## src/rtl/core/ssmt_pkg.sv

```systemverilog
// shared constants, operation and status codes, and the cell control struct
// for the sorted triple table; no dependencies
package ssmt_pkg;

   localparam int INDEX_BITS        = 10;
   localparam int VALUE_BITS        = 32;
   localparam int KEY_BITS          = 2 * INDEX_BITS;
   localparam int CFG_BITS          = INDEX_BITS + 1;
   localparam int OPCODE_BITS       = 2;
   localparam int STATUS_BITS       = 2;
   localparam int CSR_INDEX_BITS    = 1;
   localparam int DEF_TABLE_ENTRIES = 64;

   localparam logic [CFG_BITS-1:0] MAX_COLUMNS = CFG_BITS'(1 << INDEX_BITS);
   localparam logic [CFG_BITS-1:0] CFG_RESET   = CFG_BITS'(1 << INDEX_BITS);

   localparam logic [OPCODE_BITS-1:0] OP_READ    = 2'd0;
   localparam logic [OPCODE_BITS-1:0] OP_MODIFY  = 2'd1;
   localparam logic [OPCODE_BITS-1:0] OP_SET_ROW = 2'd2;

   localparam logic [STATUS_BITS-1:0] ST_OK    = 2'd0;
   localparam logic [STATUS_BITS-1:0] ST_RANGE = 2'd1;
   localparam logic [STATUS_BITS-1:0] ST_FULL  = 2'd2;

   localparam logic [CSR_INDEX_BITS-1:0] CSR_ROW_COUNT    = 1'd0;
   localparam logic [CSR_INDEX_BITS-1:0] CSR_COLUMN_COUNT = 1'd1;

   // broadcast from the sequencer to every cell
   typedef struct packed {
      logic                  cmp;
      logic                  wr_hit;
      logic                  ins;
      logic [KEY_BITS-1:0]   key;
      logic [VALUE_BITS-1:0] value;
   } cell_ctl_type;

endpackage

```

## src/rtl/core/ssmt_cell.sv

```systemverilog
// one slot of the sorted triple chain: holds a key and value, compares against
// the broadcast key and shifts from its left neighbor on insert; uses ssmt_pkg
module ssmt_cell #(
   parameter int TABLE_ENTRIES = ssmt_pkg::DEF_TABLE_ENTRIES,
   parameter int SLOT          = 0
) (
   input  logic                                   clock,
   input  logic                                   reset,
   input  ssmt_pkg::cell_ctl_type                 ctl,
   input  logic [$clog2(TABLE_ENTRIES+1)-1:0]     count,
   input  logic                                   left_gt,
   input  logic [ssmt_pkg::KEY_BITS-1:0]          left_key,
   input  logic [ssmt_pkg::VALUE_BITS-1:0]        left_value,
   output logic [ssmt_pkg::KEY_BITS-1:0]          key,
   output logic [ssmt_pkg::VALUE_BITS-1:0]        value,
   output logic                                   hit,
   output logic                                   gt,
   output logic [ssmt_pkg::VALUE_BITS-1:0]        sel_value
);
   import ssmt_pkg::*;

   localparam int CNT_BITS = $clog2(TABLE_ENTRIES + 1);

   logic [KEY_BITS-1:0]   key_ff, key_in;
   logic [VALUE_BITS-1:0] val_ff, val_in;
   logic [VALUE_BITS-1:0] sel_ff, sel_in;
   logic                  hit_ff, hit_in;
   logic                  gt_ff, gt_in;
   logic                  slot_valid;
   logic                  slot_open;

   assign slot_valid = CNT_BITS'(SLOT) < count;
   // first free slot takes part in an insert as well
   assign slot_open  = CNT_BITS'(SLOT) == count;

   always_comb begin
      hit_in = hit_ff;
      gt_in  = gt_ff;
      sel_in = sel_ff;
      if (ctl.cmp) begin
         hit_in = slot_valid && (key_ff == ctl.key);
         gt_in  = slot_valid && (key_ff > ctl.key);
         sel_in = (slot_valid && (key_ff == ctl.key)) ? val_ff : '0;
      end
   end

   always_comb begin
      key_in = key_ff;
      val_in = val_ff;
      if (ctl.wr_hit && hit_ff) begin
         val_in = ctl.value;
      end else if (ctl.ins && (gt_ff || slot_open)) begin
         if (left_gt) begin
            key_in = left_key;
            val_in = left_value;
         end else begin
            key_in = ctl.key;
            val_in = ctl.value;
         end
      end
   end

   always_ff @(posedge clock) begin
      if (reset) begin
         hit_ff <= 1'b0;
         gt_ff  <= 1'b0;
      end else begin
         hit_ff <= hit_in;
         gt_ff  <= gt_in;
      end
   end

   always_ff @(posedge clock) begin
      key_ff <= key_in;
      val_ff <= val_in;
      sel_ff <= sel_in;
   end

   assign key       = key_ff;
   assign value     = val_ff;
   assign hit       = hit_ff;
   assign gt        = gt_ff;
   assign sel_value = sel_ff;

endmodule

```

## config.mk

```make
export PLATFORM = sky130hd
export DESIGN_NAME = ssmt_cell
export DESIGN_NICKNAME = d
export VERILOG_FILES = /design/src/rtl/core/ssmt_pkg.sv /design/src/rtl/core/ssmt_cell.sv
export SDC_FILE = /design/constraint.sdc
export NUM_CORES = 1
export LEC_CHECK = 0
export BUFFER_PORTS_ARGS = -buffer_cell sky130_fd_sc_hd__buf_2
export CORE_MARGIN = 5
export CORE_UTILIZATION = 40
export CTS_BUF_LIST = sky130_fd_sc_hd__clkbuf_4 sky130_fd_sc_hd__clkbuf_8
export CTS_CLUSTER_DIAMETER = 50
export DETAILED_ROUTE_END_ITERATION = 8
export PLACE_DENSITY = 0.72
export SLEW_MARGIN = 10
export SYNTH_ARGS = -nofsm -noshare
export SYNTH_HDL_FRONTEND = slang
export SYNTH_SLANG_ARGS = --single-unit
export TNS_END_PERCENT = 5
```

## constraint.sdc

```tcl
create_clock -name clock -period 3.95 [get_ports clock]
set_clock_uncertainty 0.2 [all_clocks]
set_input_delay 0.5925 -clock clock [delete_from_list [all_inputs] [get_ports clock]]
set_output_delay 0.5925 -clock clock [all_outputs]
set_load 0.005 [all_outputs]
```

==> results.tsv <==
metric	value	unit
status	complete, no violations	
Via Count	2964	
delay-heaviest family, CP	simple AND/OR/NAND/NOR gates	
crit path kind	register to register	
cell count after synthesis	282	
CP Capture Type	register	
Most used DFF post-synth	edfxtp_1	
Rel. slew slack	0.468	
Cell Area, Synth	3970	um^2
clk buf depth	2	
clk slew on worst S/H paths	80	ps
die area	12000	um^2
Syn Nets	419	
antenna violations before repair	0	
minimum clock period	2540	ps
Synth cell types	31	
WL/cell	15.5	um
Worst Hold Class	primary input to register	
vias per cell	4.75	
crit-path cells	ha_1 -> and4_1 -> nand4_1 -> nor3_4 -> buf_4 -> and2_2	
crit-path max FO	17	
Slew @ Worst Pin	799	ps
Final Non-Filler Cells	624	
Placer Congestion	0.807	
#FFs+latches synth	86	
final hold viol count	0	
most frequent cells in the layout	202 x buf_2, 84 x edfxtp_1, 31 x mux2_2	
syn_area_per_cell	14.1	um^2
1st-iter DRT viols	84	
fin util	0.546	
die height	110	um
Antenna Diode Count	0	
TritonCTS clock tree	built	
Slowest cell on crit path	nor3_4	
Max-Cap Viols	0	
synth top area cells	edfxtp_1 64%, mux2_2 8.8%, ha_1 6.3%, and2_1 4.9%, o21ai_0 2.9%	
Total Routing Usage GR	0.157	
VDD IR max	0.000204	V
Area growth syn-to-layout	33.7	%
first-pass GRT wire length	14200	um
PwrDens	344	nW/um^2
dominant cell type by area after synthesis	edfxtp_1	
Num CTS Buffers	9	
Resized Gates After CTS	0	
FP Rows	36	
Yosys top cell area share	0.636	
Root Buffer	clkbuf_8	
total global routing overflow	0	
Hold Buf Count CTS	0	
# setup viols final	0	
fin crit share	0.643	
WP data arrival	2560	ps
RSZ-0062 raised after global routing	no	
max incr delay on CP	550	ps
number of global-route vias before repair	3023	
Post-synth ARST share	0	
pin count of the biggest net entering global routing	41	
Initial Utilization	0.408	
most common library cell in the layout ignoring fill and taps	buf_2	
yosys warns	0	
f_max	394	MHz
H-tree levels	3	
Fin Setup TNS	0	ps
Min Hold Slack	226	ps
Detailed Place HPWL	7630	um
Final Slew Violations	0	
Post-DRT Antenna Nets	0	
Leak Pwr	0.00240	uW
placed cell count	610	
die width	110	um
setup bufs post-CTS	0	
CP Data Required Time	3970	ps
final wirelength	9680	um
CTS Sinks	86	
sequential cell area fraction in the yosys report	0.646	
DRC	0	
Post-synth EDFFs	84	
Skew-Pair Late Insertion Delay	350	ps
DRT Pass-1 Iters	4	
Worst Path Buf+Inv	1	
Critical Path Start Type	register	
nets	625	
layout cell share with drive strength beyond 1	0.527	
Core Area	9730	um^2
I/O pin total	203	
Port Buffers	202	
cell type report:
class                           instances  area [um^2]
Timing Repair Buffer                  206         1040
Clock buffer                           12          146
Inverter                               20         75.1
Fill cell                             867         4420
Sequential cell                        86         2560
Clock inverter                          2         35.0
Tap cell                              133          166
Multi-Input combinational cell        165         1280
registers in the layout (all words and copies together) (netlist names):
register   count
gt             1
sel_value     32
value         32
hit            1
key           20
synth_stat cells (2+ instances only):
cell type and n:
a21oi_1 9, and2_1 31, and2_2 2, and4_1 4, buf_2 3, buf_6 2, clkbuf_1 5, dfxtp_1 2
edfxtp_1 84, ha_1 20, inv_1 20, mux2_1 2, mux2_2 31, nand2_1 24, nand2b_1 2, nand3_1 3
nand4_1 2, o21ai_0 23
where the power goes:
group	switching (uW)	internal [uW]	leakage, uW	total, uW
clock network	285	306	0.0000966	591
registers	9.34	1030	0.000823	1040
logic	90.8	101	0.00148	192
routing by layer:
| metal | track usage | wire length [um] |
|---|---|---|
| met1 | 0.178 | 3780 |
| met2 | 0.272 | 4820 |
| met3 | 0.0417 | 837 |
| met4 | 0.0801 | 234 |
| met5 | 0 | 0 |
through the flow:
stage	setup slack [ps]	total power, uW	area [um^2]
3_3_place_gp	1170	1250	5130
6_report	1410	1820	5310
3_5_place_dp	1060	1260	5130
4_1_cts	1360	1840	5310
2_1_floorplan	881	1140	3970
5_1_grt	1220	1900	5310
worst paths after layout:
kind                                endpoint  slack, ps      from  cells past startpoint
worst min-delay path                     hit        230     reset                      2
worst max-delay path            sel_value[0]       1410   key[15]                      6
worst max register to register  sel_value[0]       1410   key[15]                      6
worst min register to register  sel_value[1]        340  value[1]                      1
worst register-to-register path: stages (launching register included):
cell and delay (ps):
edfxtp_1 400, ha_1 340, and4_1 250, nand4_1 210, nor3_4 550, buf_4 300
and2_2 160
logic make-up after synthesis:
logic type	count (synthesis)	synth area share
flip-flops	86	0.646
multiplexers	34	0.0962
buffers and inverters	31	0.0344
AND/OR/NAND/NOR	74	0.110
adder cells (fa/ha/maj)	20	0.0631
AO/OA/AOI/OAI	37	0.0511
No activity file was read; power rests on OpenSTA's default activity.
